`src/rtl/dpd_pkg.sv`:
```
// Shared constants for the delta peak detector: default widths, configuration
// register indexes and result kind codes.
// No dependencies.
package dpd_pkg;

    localparam int SampleWidthDefault = 16;
    localparam int IndexWidthDefault  = 32;

    // Fixed widths of the result index and configuration data fields.
    localparam int OutIndexWidth = 32;
    localparam int DeltaWidth    = 16;
    localparam int CfgIndexWidth = 1;

    // Configuration register indexes.
    localparam logic [CfgIndexWidth-1:0] CFG_HYST_DELTA = 1'd0;
    localparam logic [CfgIndexWidth-1:0] CFG_START_PEAK = 1'd1;

    // Kinds of confirmed extremes.
    localparam logic KIND_PEAK   = 1'b0;
    localparam logic KIND_VALLEY = 1'b1;

endpackage

```
`src/rtl/delta_peak_detector.sv`:
```
// Delta peak detector top level: input register, extreme tracking and
// confirmation logic, and a result register.
// Depends on dpd_pkg.
//
//  Channel   Direction  Handshake           Payload
//  input     in         in_valid/in_stall   sample_value, record_start
//  result    out        out_valid/out_stall extreme_index, extreme_kind
//  config    in         cfg_we              cfg_index, cfg_data
//
// One sample is taken every cycle unless in_stall is high; its result passes
// through the input register, then the result register.
// The tracking state is updated once per sample; it feeds back through its own
// registers and sets the throughput of one per cycle while nothing stalls.
// An asynchronous active-low reset clears the state, the delta to zero and
// selects peak hunting first.
// A stalled result stops the input stage only when the input register also
// holds a sample; otherwise the next sample is still taken.
module delta_peak_detector #(
    parameter int SAMPLE_WIDTH = dpd_pkg::SampleWidthDefault,
    parameter int INDEX_WIDTH  = dpd_pkg::IndexWidthDefault
) (
    input  logic                                   clk,
    input  logic                                   rst_n,
    input  logic                                   in_valid,
    output logic                                   in_stall,
    input  logic signed [SAMPLE_WIDTH-1:0]         sample_value,
    input  logic                                   record_start,
    output logic                                   out_valid,
    input  logic                                   out_stall,
    output logic [dpd_pkg::OutIndexWidth-1:0]      extreme_index,
    output logic                                   extreme_kind,
    input  logic                                   cfg_we,
    input  logic [dpd_pkg::CfgIndexWidth-1:0]      cfg_index,
    input  logic [dpd_pkg::DeltaWidth-1:0]         cfg_data
);

    localparam int SW = SAMPLE_WIDTH;
    localparam int IW = INDEX_WIDTH;
    localparam int OW = dpd_pkg::OutIndexWidth;
    localparam int DW = dpd_pkg::DeltaWidth;
    // Compare width: holds a sample plus or minus the full delta.
    localparam int CW = ((SW > DW) ? SW : DW) + 2;

    // Configuration registers.
    logic [DW-1:0] hyst_delta_reg;
    logic          start_peak_reg;

    // Input register.
    logic                 s1_valid_reg;
    logic signed [SW-1:0] s1_sample_reg;
    logic                 s1_start_reg;

    // Tracking state.
    logic                 hunting_peak_reg, hunting_peak_next;
    logic signed [SW-1:0] held_max_reg, held_max_next;
    logic [IW-1:0]        held_max_idx_reg, held_max_idx_next;
    logic signed [SW-1:0] held_min_reg, held_min_next;
    logic [IW-1:0]        held_min_idx_reg, held_min_idx_next;
    logic [IW-1:0]        counter_reg, counter_next;

    // Result register.
    logic          out_valid_reg;
    logic [IW-1:0] out_idx_reg, out_idx_next;
    logic          out_kind_reg, out_kind_next;
    logic          res_valid;

    logic proc;
    logic in_xfer;

    // Working values of the update.
    logic signed [SW-1:0] s;
    logic [IW-1:0]        idx;
    logic signed [SW-1:0] mx, mn;
    logic [IW-1:0]        mx_idx, mn_idx;
    logic                 gt_max, lt_min, lt_min2, gt_max2;
    logic signed [CW-1:0] s_ext, mx_ext, mn_ext, d_ext;
    logic                 conf;
    logic [IW+OW-1:0]     idx_wide;

    // The input register drains when the result slot is empty or being taken.
    assign proc     = s1_valid_reg && (!out_valid_reg || !out_stall);
    assign in_stall = s1_valid_reg && !proc;
    assign in_xfer  = in_valid && !in_stall;

    always_comb
    begin
        s   = s1_sample_reg;
        idx = counter_reg;

        s_ext = {{(CW-SW){s[SW-1]}}, s};
        d_ext = {{(CW-DW){1'b0}}, hyst_delta_reg};

        hunting_peak_next = hunting_peak_reg;
        held_max_next     = held_max_reg;
        held_max_idx_next = held_max_idx_reg;
        held_min_next     = held_min_reg;
        held_min_idx_next = held_min_idx_reg;
        counter_next      = counter_reg;
        res_valid         = 1'b0;
        out_idx_next      = held_max_idx_reg;
        out_kind_next     = dpd_pkg::KIND_PEAK;

        mx      = held_max_reg;
        mx_idx  = held_max_idx_reg;
        mn      = held_min_reg;
        mn_idx  = held_min_idx_reg;
        gt_max  = s > held_max_reg;
        lt_min  = s < held_min_reg;
        lt_min2 = 1'b0;
        gt_max2 = 1'b0;
        mx_ext  = '0;
        mn_ext  = '0;
        conf    = 1'b0;

        if (s1_start_reg)
        begin
            hunting_peak_next = start_peak_reg;
            held_max_next     = s;
            held_min_next     = s;
            held_max_idx_next = '0;
            held_min_idx_next = '0;
            counter_next      = {{(IW-1){1'b0}}, 1'b1};
        end
        else
        begin
            counter_next = idx + {{(IW-1){1'b0}}, 1'b1};
            if (hunting_peak_reg)
            begin
                // A new maximum also restarts the minimum at this sample.
                if (gt_max)
                begin
                    mx     = s;
                    mx_idx = idx;
                    mn     = s;
                    mn_idx = idx;
                end
                lt_min2 = s < mn;
                if (lt_min2)
                begin
                    mn     = s;
                    mn_idx = idx;
                end
                mx_ext = {{(CW-SW){mx[SW-1]}}, mx};
                conf   = s_ext < (mx_ext - d_ext);
                held_max_next     = mx;
                held_max_idx_next = mx_idx;
                held_min_next     = mn;
                held_min_idx_next = mn_idx;
                if (conf)
                begin
                    res_valid         = 1'b1;
                    out_idx_next      = mx_idx;
                    out_kind_next     = dpd_pkg::KIND_PEAK;
                    hunting_peak_next = 1'b0;
                    held_max_next     = mn;
                    held_max_idx_next = mn_idx;
                end
            end
            else
            begin
                if (lt_min)
                begin
                    mn     = s;
                    mn_idx = idx;
                    mx     = s;
                    mx_idx = idx;
                end
                gt_max2 = s > mx;
                if (gt_max2)
                begin
                    mx     = s;
                    mx_idx = idx;
                end
                mn_ext = {{(CW-SW){mn[SW-1]}}, mn};
                conf   = s_ext > (mn_ext + d_ext);
                held_max_next     = mx;
                held_max_idx_next = mx_idx;
                held_min_next     = mn;
                held_min_idx_next = mn_idx;
                if (conf)
                begin
                    res_valid         = 1'b1;
                    out_idx_next      = mn_idx;
                    out_kind_next     = dpd_pkg::KIND_VALLEY;
                    hunting_peak_next = 1'b1;
                    held_min_next     = mx;
                    held_min_idx_next = mx_idx;
                end
            end
        end
    end

    always_ff @(posedge clk or negedge rst_n)
    begin
        if (!rst_n)
        begin
            hyst_delta_reg <= '0;
            start_peak_reg <= 1'b1;
        end
        else if (cfg_we)
        begin
            case (cfg_index)
                dpd_pkg::CFG_HYST_DELTA: hyst_delta_reg <= cfg_data;
                dpd_pkg::CFG_START_PEAK: start_peak_reg <= cfg_data[0];
                default: ;
            endcase
        end
    end

    always_ff @(posedge clk or negedge rst_n)
    begin
        if (!rst_n)
        begin
            s1_valid_reg     <= 1'b0;
            out_valid_reg    <= 1'b0;
            hunting_peak_reg <= 1'b1;
            held_max_reg     <= '0;
            held_max_idx_reg <= '0;
            held_min_reg     <= '0;
            held_min_idx_reg <= '0;
            counter_reg      <= '0;
        end
        else
        begin
            if (in_xfer)
            begin
                s1_valid_reg <= 1'b1;
            end
            else if (proc)
            begin
                s1_valid_reg <= 1'b0;
            end

            if (proc)
            begin
                out_valid_reg    <= res_valid;
                hunting_peak_reg <= hunting_peak_next;
                held_max_reg     <= held_max_next;
                held_max_idx_reg <= held_max_idx_next;
                held_min_reg     <= held_min_next;
                held_min_idx_reg <= held_min_idx_next;
                counter_reg      <= counter_next;
            end
            else if (out_valid_reg && !out_stall)
            begin
                out_valid_reg <= 1'b0;
            end
        end
    end

    // Payload registers carry no reset.
    always_ff @(posedge clk)
    begin
        if (in_xfer)
        begin
            s1_sample_reg <= sample_value;
            s1_start_reg  <= record_start;
        end
        if (proc && res_valid)
        begin
            out_idx_reg  <= out_idx_next;
            out_kind_reg <= out_kind_next;
        end
    end

    assign idx_wide      = {{OW{1'b0}}, out_idx_reg};
    assign out_valid     = out_valid_reg;
    assign extreme_index = idx_wide[OW-1:0];
    assign extreme_kind  = out_kind_reg;

    // The input side only stalls when both stages are occupied and blocked.
    a_stall_only_when_full: assert property (@(posedge clk) disable iff (!rst_n)
        in_stall |-> (s1_valid_reg && out_valid_reg && out_stall))
        else $error("input stalled while the pipeline had room");

    // A result only appears when a sample was in the input register.
    a_no_invented_result: assert property (@(posedge clk) disable iff (!rst_n)
        (!s1_valid_reg && !(out_valid_reg && out_stall)) |=> !out_valid_reg)
        else $error("result appeared without a sample");

    // The first sample of a record never confirms an extreme.
    a_record_start_silent: assert property (@(posedge clk) disable iff (!rst_n)
        (proc && s1_start_reg) |=> !out_valid_reg)
        else $error("result produced by a record start sample");

    // Confirming a peak switches the hunt to a valley, and the reverse.
    a_hunt_alternates: assert property (@(posedge clk) disable iff (!rst_n)
        (proc && res_valid) |=> (hunting_peak_reg == (out_kind_reg == dpd_pkg::KIND_VALLEY)))
        else $error("hunt direction did not follow the confirmed kind");

endmodule
```
`config.mk`:
```
export PLATFORM = sky130hd
export DESIGN_NAME = delta_peak_detector
export DESIGN_NICKNAME = d
export VERILOG_FILES = /design/src/rtl/dpd_pkg.sv /design/src/rtl/delta_peak_detector.sv
export SDC_FILE = /design/constraint.sdc
export NUM_CORES = 1
export LEC_CHECK = 0
export BUFFER_PORTS_ARGS = -buffer_cell sky130_fd_sc_hd__buf_2
export CAP_MARGIN = 20
export CORE_AREA = 5 5 156 188
export CTS_CLUSTER_DIAMETER = 50
export DETAILED_ROUTE_END_ITERATION = 10
export DIE_AREA = 0 0 161 193
export GPL_TIMING_DRIVEN = 0
export PLACE_DENSITY_LB_ADDON = 0.3
export SKIP_CTS_REPAIR_TIMING = 1
export SYNTH_ARGS = -nofsm -noshare
export SYNTH_HDL_FRONTEND = slang
export SYNTH_SLANG_ARGS = --single-unit
```
`constraint.sdc`:
```
create_clock -name clk -period 12.8 [get_ports clk]
set_input_delay 1.28 -clock clk [delete_from_list [all_inputs] [get_ports clk]]
set_output_delay 1.28 -clock clk [all_outputs]
set_load 0.01 [all_outputs]
```
* Word-level counts from Yosys, hierarchy flattened
Index checks and enable logic that the tools add are counted.
** Word-level totals
- Register bits :: 198
- Output and inout bits :: 35
** Cells by class
- Add/subtract/negate cells :: 3
- Magnitude comparators :: 6
- Multiplexer cells :: 48
- Bitwise gates (word level) :: 1
- Reductions and logical operators :: 15
** Operators with widths (number)
- 32-bit two-way mux :: 17
- 16-bit two-way mux :: 20
- 32-bit by 1-bit adder with 32-bit output (second input constant) :: 1
- 16-bit > comparator :: 2
- 16-bit less-than comparator :: 2
- 16-bit by 17-bit adder with 18-bit output :: 1
- 16-bit by 18-bit > comparator with 1-bit output :: 1
- 16-bit by 18-bit less-than comparator with 1-bit output :: 1
- 16-bit by 17-bit subtractor with 18-bit output :: 1
- 1-bit two-way mux :: 11
- 1-bit logical AND :: 5
- 1-bit logical NOT :: 4
- 2-bit AND reduction :: 2
- 2-bit nonzero test :: 2
- 2-bit OR reduction :: 1
- 1-bit logical OR :: 1
- 1-bit NOT :: 1

* Longest topological paths before layout
Gate-level depths: netlist of run 1.
- Depth in word-level cells :: 10
- Mapped depth :: 38
- Gate-level depth less buffers :: 31

* Least setup slack after synthesis of run 1
Ideal clock, no wire load.
- Path kind :: reg2reg
- Start :: register s1_sample_reg[15] (netlist: s[15])
- End :: register out_idx_reg[0] (netlist: extreme_index[0]) (enable)
- Library setup time :: 436 ps
- Arrival time :: 8406 ps
- Required time :: 12364 ps
- Setup slack :: 3959 ps
- Stages on the path, launching flop included :: 32
- Period minus slack after synthesis :: 8841 ps
- Path through :: edfxtp_1 ha_1 nand4_2 nor4_2 o21ai_1 a311oi_1 or2_1 buf_6 buf_6 buf_2 buf_2 o21ai_0 fa_1 a21o_1 a21oi_1 o21a_1 nor3_1 a41o_1 o41ai_1 o2111ai_1 a21oi_1 xnor2_1 ha_1 nand4_1 nor4_2 nand2_1 o21a_1 mux2_4 buf_6 or2_1 buf_2 a21oi_1
** On the way
- Longest elaborated chain between the ends :: 10
- Elaborated cells between the ends (all ways) :: 17
- Those cells by class :: add/sub: 2; order compare: 4; mux: 10; reduce/logical: 1
** RTL lines
- from (decl) :: line delta_peak_detector.sv:50 : logic signed [SW-1:0] s1_sample_reg;
- from (signal assigned) :: line delta_peak_detector.sv:256 : s1_sample_reg <= sample_value;
- 16-bit less-than comparator or 16-bit > comparator (tied branches) :: line delta_peak_detector.sv:108, delta_peak_detector.sv:107
- 16-bit two-way mux, on equally long branches :: line delta_peak_detector.sv:161, delta_peak_detector.sv:130
- 16-bit two-way mux :: line delta_peak_detector.sv:127 : if (hunting_peak_reg)
- 16-bit two-way mux :: line delta_peak_detector.sv:115 : if (s1_start_reg)
- 16-bit by 17-bit adder with 18-bit output or 16-bit by 17-bit subtractor with 18-bit output (tied branches) :: line delta_peak_detector.sv:175, delta_peak_detector.sv:144
- 16-bit by 18-bit > comparator with 1-bit output or 16-bit by 18-bit less-than comparator with 1-bit output (tied branches) :: line delta_peak_detector.sv:175, delta_peak_detector.sv:144
- 1-bit two-way mux, on equally long branches :: line delta_peak_detector.sv:180, delta_peak_detector.sv:149
- 1-bit two-way mux (*) :: line delta_peak_detector.sv:127
- 1-bit two-way mux (*) :: line delta_peak_detector.sv:115
- 1-bit logical AND (*) :: line delta_peak_detector.sv:259 : if (proc && res_valid)
- to (signal assigned) :: line delta_peak_detector.sv:261 : out_idx_reg <= out_idx_next;
- to (decl) :: line delta_peak_detector.sv:63 : logic [IW-1:0] out_idx_reg, out_idx_next;
Mark *: on every way between the ends. The rest lies on a longest branch, timed or not. The select of a mux whose other input is x is not followed.
A chain may end at the register's enable or synchronous reset.

* Worst setup path in the final report of run 1
- Start :: register s1_sample_reg[15] (netlist: s[15])
- End :: register out_idx_reg[3] (netlist: extreme_index[3]) (enable)
The elaborated chain is that of the path after synthesis.

==> results.sh, run 1 <==
export IMPL_status="complete, no violations"
export IMPL_crit_arrival_ps=10300
export IMPL_cts_root_buffer="clkbuf_16"
export IMPL_vias=15580
export IMPL_multi_input_area_um2=9922
export IMPL_ys_warn_count=0
export IMPL_synthToLayoutAreaGrowth_pct=9.163
export IMPL_layout_drive_gt1_share_pct=10.84
export IMPL_yosysTopAreaCell="dfrtp_1"
export IMPL_hold_violations=0
export IMPL_antenna_cells=0
export IMPL_die_w_um=161
export IMPL_yosysTopAreaCellShare_pct=22.56
export IMPL_synth_top_family_by_area="compound AO/OA/AOI/OAI gates"
export IMPL_die_height_um=193
export IMPL_routed_wl_um=51790
export IMPL_min_period_over_period_pct=78.84
export IMPL_cap_violations=0
export IMPL_worst_clock_skew_ps=14.00
export IMPL_setup_viol=0
export IMPL_drt_vias_per_instance=6.853
export IMPL_synth_ff_type="dfrtp_1"
export IMPL_async_reset_ff_share_pct=74.75
export IMPL_crit_start="s[15]"
export IMPL_cts_buffer_depth=2
export IMPL_fmax_mhz=99.09
export IMPL_final_nets=2088
export IMPL_die_area_um2=31070
export IMPL_clk_pin_slew_ps=80
export IMPL_clk_latency_ps=460
export IMPL_synth_edf_count=50
export IMPL_fin_crit_ps=10090
export IMPL_r2r_end="extreme_index[3]"
export IMPL_cp_start_kind="register"
export IMPL_drc=0
export IMPL_ys_seq_elements=198
export IMPL_grt_pass1_vias=15550
export IMPL_reg2reg_from="s[15]"
export IMPL_synth_adder_area_share_pct=10.45
export IMPL_synth_top_cells_by_count="dfrtp_1 (146), nand2_1 (146), o21ai_0 (137), ha_1 (132), a21oi_1 (103)"
export IMPL_hold_worst_slack_ps=536.0
export IMPL_initial_core_util_pct=58.90
export IMPL_synth_nets=1994
export IMPL_port_buffers=73
export IMPL_antenna_left=0
export IMPL_coreArea_um2=27500
export IMPL_final_fill_count=2381
export IMPL_cts_buffers=17
export IMPL_routedWlPerCell_um=22.78
export IMPL_synth_cell_type_count=90
export IMPL_endpoint="extreme_index[3]"
export IMPL_synth_simple_area_share_pct=13.00
export IMPL_clock_sinks=198
export IMPL_syn_inst=1821
export IMPL_hold_class="reg2reg"
export IMPL_max_slew_margin_rel_pct=34.68
export IMPL_drtIter0Drc=1555
export IMPL_synthTopCellsByArea="dfrtp_1 (23%), ha_1 (10%), edfxtp_1 (9.3%), mux2i_1 (6.2%), o21ai_0 (4.2%)"
export IMPL_max_stage_delay_ps=680
export IMPL_grtUsageTotal_pct=32.82
export IMPL_reg2reg_slack_ps=2710
export IMPL_ff2ff_path_depth=33
export IMPL_cts_tree="done"
export IMPL_seq_area_um2=5207
export IMPL_place_gp_congestion=0.9599
export IMPL_worstPathMaxFanout=25
export IMPL_row_count=67
export IMPL_final_util_pct=64.29
export IMPL_syn_area_um2=16190
export IMPL_postSynthAreaPerCell_um2=8.893
export IMPL_muxShareOfSynthArea_pct=7.039
export IMPL_grt_overflow_total=0
export IMPL_synth_compound_area_share_pct=28.17
export IMPL_drv_slew=0
export IMPL_seq_area_frac_synth_pct=32.16
export IMPL_drtPass1Iterations=10
export IMPL_finalSetupTns_ps=0
export IMPL_num_io_pins=74
export IMPL_htree_levels=4
export IMPL_path_class="reg2reg"
export IMPL_crit_required_ps=13000
export IMPL_cp_end_kind="register"
export IMPL_synth_xor_area_share_pct=2.542
export IMPL_min_delay_start="held_min_reg[8]"
export IMPL_tightest_slew_ps=979.8
export IMPL_grt_max_degree=100
export IMPL_cpMaxStageDelayCell="edfxtp_1"
export IMPL_grt_pass1_wl_um=81560
export IMPL_rsz0062_at_grt="no"
export IMPL_antenna_found_initial=1
export IMPL_dp_hpwl_um=37480
[metal layers]
layer | wire, um | track usage [%]
met5 | 13 | 0
met1 | 19100 | 37.74
met2 | 25240 | 57.12
met3 | 3880 | 4.890
met4 | 3547 | 21.86
[worst min path at each step]
stage	slack [ps]	cells after the start	endpoint
detailed placement	520	2	held_min_reg[8]
global route	570	1	held_min_reg[14]
CTS	530	2	held_min_reg[8]
finish	540	2	held_min_reg[8]
floorplan	490	2	held_min_reg[15]
global placement	520	1	held_min_reg[14]
[critical path, delay by kind of cell, from the launching register on]
family / cells / cell delay [ps]
AO/OA/AOI/OAI: 14 / 4050
buffers and inverters: 8 / 2430
adder cells (fa/ha/maj): 4 / 1250
AND/OR/NAND/NOR: 5 / 780
flip-flops: 1 / 680
multiplexers: 1 / 460
XOR/XNOR: 1 / 150
[layout by cell type (no fill, tap or decap), types with 11 or more instances in the layout]
cell and n:
o22ai_1 64, buf_2 106, inv_1 90, or2_2 11, buf_1 12, o21ai_0 137, a211oi_1 11, o21ai_1 21
nor3_1 77, nand2_1 146, a221o_1 62, xor2_1 25, nand3_1 34, a211o_1 17, clkbuf_16 17, a21o_1 12
xnor2_1 22, mux2i_1 101, nor2_1 89, a21oi_1 102, dfrtp_1 146, o21a_1 22, a22oi_1 44, edfxtp_1 50
nand4_1 18, ha_1 132, a22o_1 63, clkbuf_1 89, a31oi_1 20
[through the flow]
stage / instance area (um2) / setup slack [ps] / cells
finish: 17680 / 2708 / 2273
global route: 17680 / 2395 / 2273
global placement: 16990 / 1362 / 2239
floorplan: 16190 / 3959 / 1821
CTS: 17680 / 3063 / 2273
detailed placement: 17070 / 3061 / 2241
[final cells by class]
class,instances,share of cell area [%]
sequential,198,29.46
multi-input combinational,1381,56.13
clock buffer,19,2.449
inverter,92,1.953
tap,345,2.442
clock inverter,13,1.005
buffer,150,4.133
timing repair buffer,75,2.435
[cell families after synthesis]
group                    Yosys count
AO/OA/AOI/OAI                    647
adder cells (fa/ha/maj)          134
multiplexers                     110
AND/OR/NAND/NOR                  443
XOR/XNOR                          47
flip-flops                       198
buffers and inverters            242
Power of run 1 is left out: the tool's default activity adds up to more than one toggle a clock period on the data nets, which glitch-free logic cannot reach.
==> run 2, diff against run 1 <==
--- a/config.mk
+++ b/config.mk
@@ -7,10 +7,10 @@
 export LEC_CHECK = 0
 export BUFFER_PORTS_ARGS = -buffer_cell sky130_fd_sc_hd__buf_2
 export CAP_MARGIN = 20
-export CORE_AREA = 5 5 156 188
+export CORE_AREA = 5 5 160 193
 export CTS_CLUSTER_DIAMETER = 50
 export DETAILED_ROUTE_END_ITERATION = 10
-export DIE_AREA = 0 0 161 193
+export DIE_AREA = 0 0 165 198
 export GPL_TIMING_DRIVEN = 0
 export PLACE_DENSITY_LB_ADDON = 0.3
 export SKIP_CTS_REPAIR_TIMING = 1
==> constraint.sdc (replaced) <==
create_clock -name clk -period 8.3 [get_ports clk]
set_input_delay 0.83 -clock clk [delete_from_list [all_inputs] [get_ports clk]]
set_output_delay 0.83 -clock clk [all_outputs]
set_load 0.01 [all_outputs]
==> results.sh, run 2 (synthesis gave the netlist of run 1 again) <==
export IMPL_grt_pass1_wl_um=81730
export IMPL_crit_required_ps=8500
export IMPL_coreArea_um2=28590
export IMPL_port_buffers=73
export IMPL_layout_common_cells="nand2_1 (146), dfrtp_1 (146), o21ai_0 (133), ha_1 (131), buf_2 (105)"
export IMPL_grt_overflow_total=0
export IMPL_hold_class="in2async"
export IMPL_synthToLayoutAreaGrowth_pct=11.74
export IMPL_cpMaxStageDelayCell="ha_2"
export IMPL_final_nets=2120
export IMPL_place_worst_setup_slack_ps=-1249
export IMPL_tightest_slew_ps=944.0
export IMPL_finalSetupTns_ps=0
export IMPL_clock_sinks=198
export IMPL_die_area_um2=32670
export IMPL_worst_slack_ps=228.7
export IMPL_hold_violations=0
export IMPL_multi_input_area_um2=10030
export IMPL_crit_arrival_ps=8270
export IMPL_layout_drive_gt1_share_pct=13.83
export IMPL_die_height_um=198
export IMPL_setup_viol=0
export IMPL_grtUsageTotal_pct=31.44
export IMPL_row_count=68
export IMPL_fmax_mhz=123.9
export IMPL_fin_crit_ps=8071
export IMPL_min_period_over_period_pct=97.24
export IMPL_drtPass1Iterations=8
export IMPL_max_stage_delay_ps=410
export IMPL_path_class="reg2reg"
export IMPL_routed_wl_um=51960
export IMPL_cts_root_buffer="clkbuf_16"
export IMPL_status="complete, no violations"
export IMPL_vias=15710
export IMPL_dpl_cell_area_um2=17120
export IMPL_clk_pin_slew_ps=80
export IMPL_grt_max_degree=92
export IMPL_design_area_um2=18100
export IMPL_grt_pass1_vias=15530
export IMPL_dp_hpwl_um=37450
export IMPL_cap_violations=0
export IMPL_antenna_cells=0
export IMPL_worst_clock_skew_ps=15.23
export IMPL_antenna_found_initial=0
export IMPL_drtIter0Drc=1817
export IMPL_final_fill_count=2493
export IMPL_antenna_left=0
export IMPL_htree_levels=4
export IMPL_routedWlPerCell_um=22.16
export IMPL_ff2ff_path_depth=36
export IMPL_crit_top_cell="nand2_1"
export IMPL_place_gp_congestion=0.9616
export IMPL_cp_start_kind="register"
export IMPL_worstPathMaxFanout=19
export IMPL_initial_core_util_pct=56.65
export IMPL_seq_area_um2=5207
export IMPL_die_w_um=165
export IMPL_drt_vias_per_instance=6.699
export IMPL_cts_buffer_depth=2
export IMPL_clk_latency_ps=460
export IMPL_drc=0
export IMPL_max_slew_margin_rel_pct=37.07
export IMPL_num_io_pins=74
export IMPL_cp_end_kind="register"
export IMPL_cts_tree="done"
export IMPL_cts_buffers=17
export IMPL_drv_slew=0
[run 2: cell count changes in the layout (fill, tap and decap cells not counted), moves of 2 or more]
| cell | delta |
|---|---|
| clkbuf_1 | -10 |
| buf_4 | +34 |
| buf_1 | -4 |
| clkbuf_4 | +2 |
| clkinv_4 | +2 |
| o21ai_2 | +4 |
| o41ai_1 | -2 |
| clkbuf_2 | +10 |
| bufinv_16 | -2 |
| o21ai_0 | -4 |
| clkinvlp_4 | +2 |
| clkinv_2 | -2 |
| a21oi_1 | -2 |
[run 2: final timing paths]
| kind | startpoint | end | slack, ps |
|---|---|---|---|
| max | s[15] | extreme_index[28] | 230 |
| min reg2reg | held_min_reg[4] | held_min_reg[4] | 540 |
| min | rst_n | held_min_idx_reg[3] | 310 |
| max reg2reg | s[15] | extreme_index[28] | 230 |
| min in group clk | held_min_reg[4] | held_min_reg[4] | 540 |
| max in group asynchronous | rst_n | held_min_reg[11] | 7110 |
[run 2: metal layers]
layer  vias to the layer above  routed length, um  GRT usage (%)
met2                       891              25440          53.19
li1                       7119                  -              -
met3                       249               3947          4.893
met5                         -                  0              0
met4                         0               3358          19.94
met1                      7451              19220          37.00
[run 2: critical path, delay by kind of cell, from the launching register on]
| kind | cells | cell delay (ps) |
|---|---|---|
| compound gates | 12 | 2630 |
| xor+xnor | 1 | 80 |
| fa+ha+maj | 4 | 1320 |
| buf+inv | 7 | 1260 |
| flops | 1 | 360 |
| mux | 1 | 340 |
| simple gates | 11 | 1780 |
[run 2: final cells by class]
class | instances | area share (%)
multi-input combinational | 1381 | 55.45
sequential | 198 | 28.78
buffer | 148 | 4.149
timing repair buffer | 109 | 3.789
tap | 385 | 2.662
clock buffer | 19 | 2.448
inverter | 92 | 1.908
clock inverter | 13 | 0.8159
[run 2: through the flow]
stage,hold WS [ps],utilization (%),std cells
2_1_floorplan,492.1,-,1821
3_3_place_gp,511.3,59.62,2279
3_5_place_dp,524.3,59.88,2281
4_1_cts,331.2,61.94,2313
5_1_grt,352.3,63.30,2345
6_report,313.0,63.30,2345
Power of run 2 is left out for the same reason.
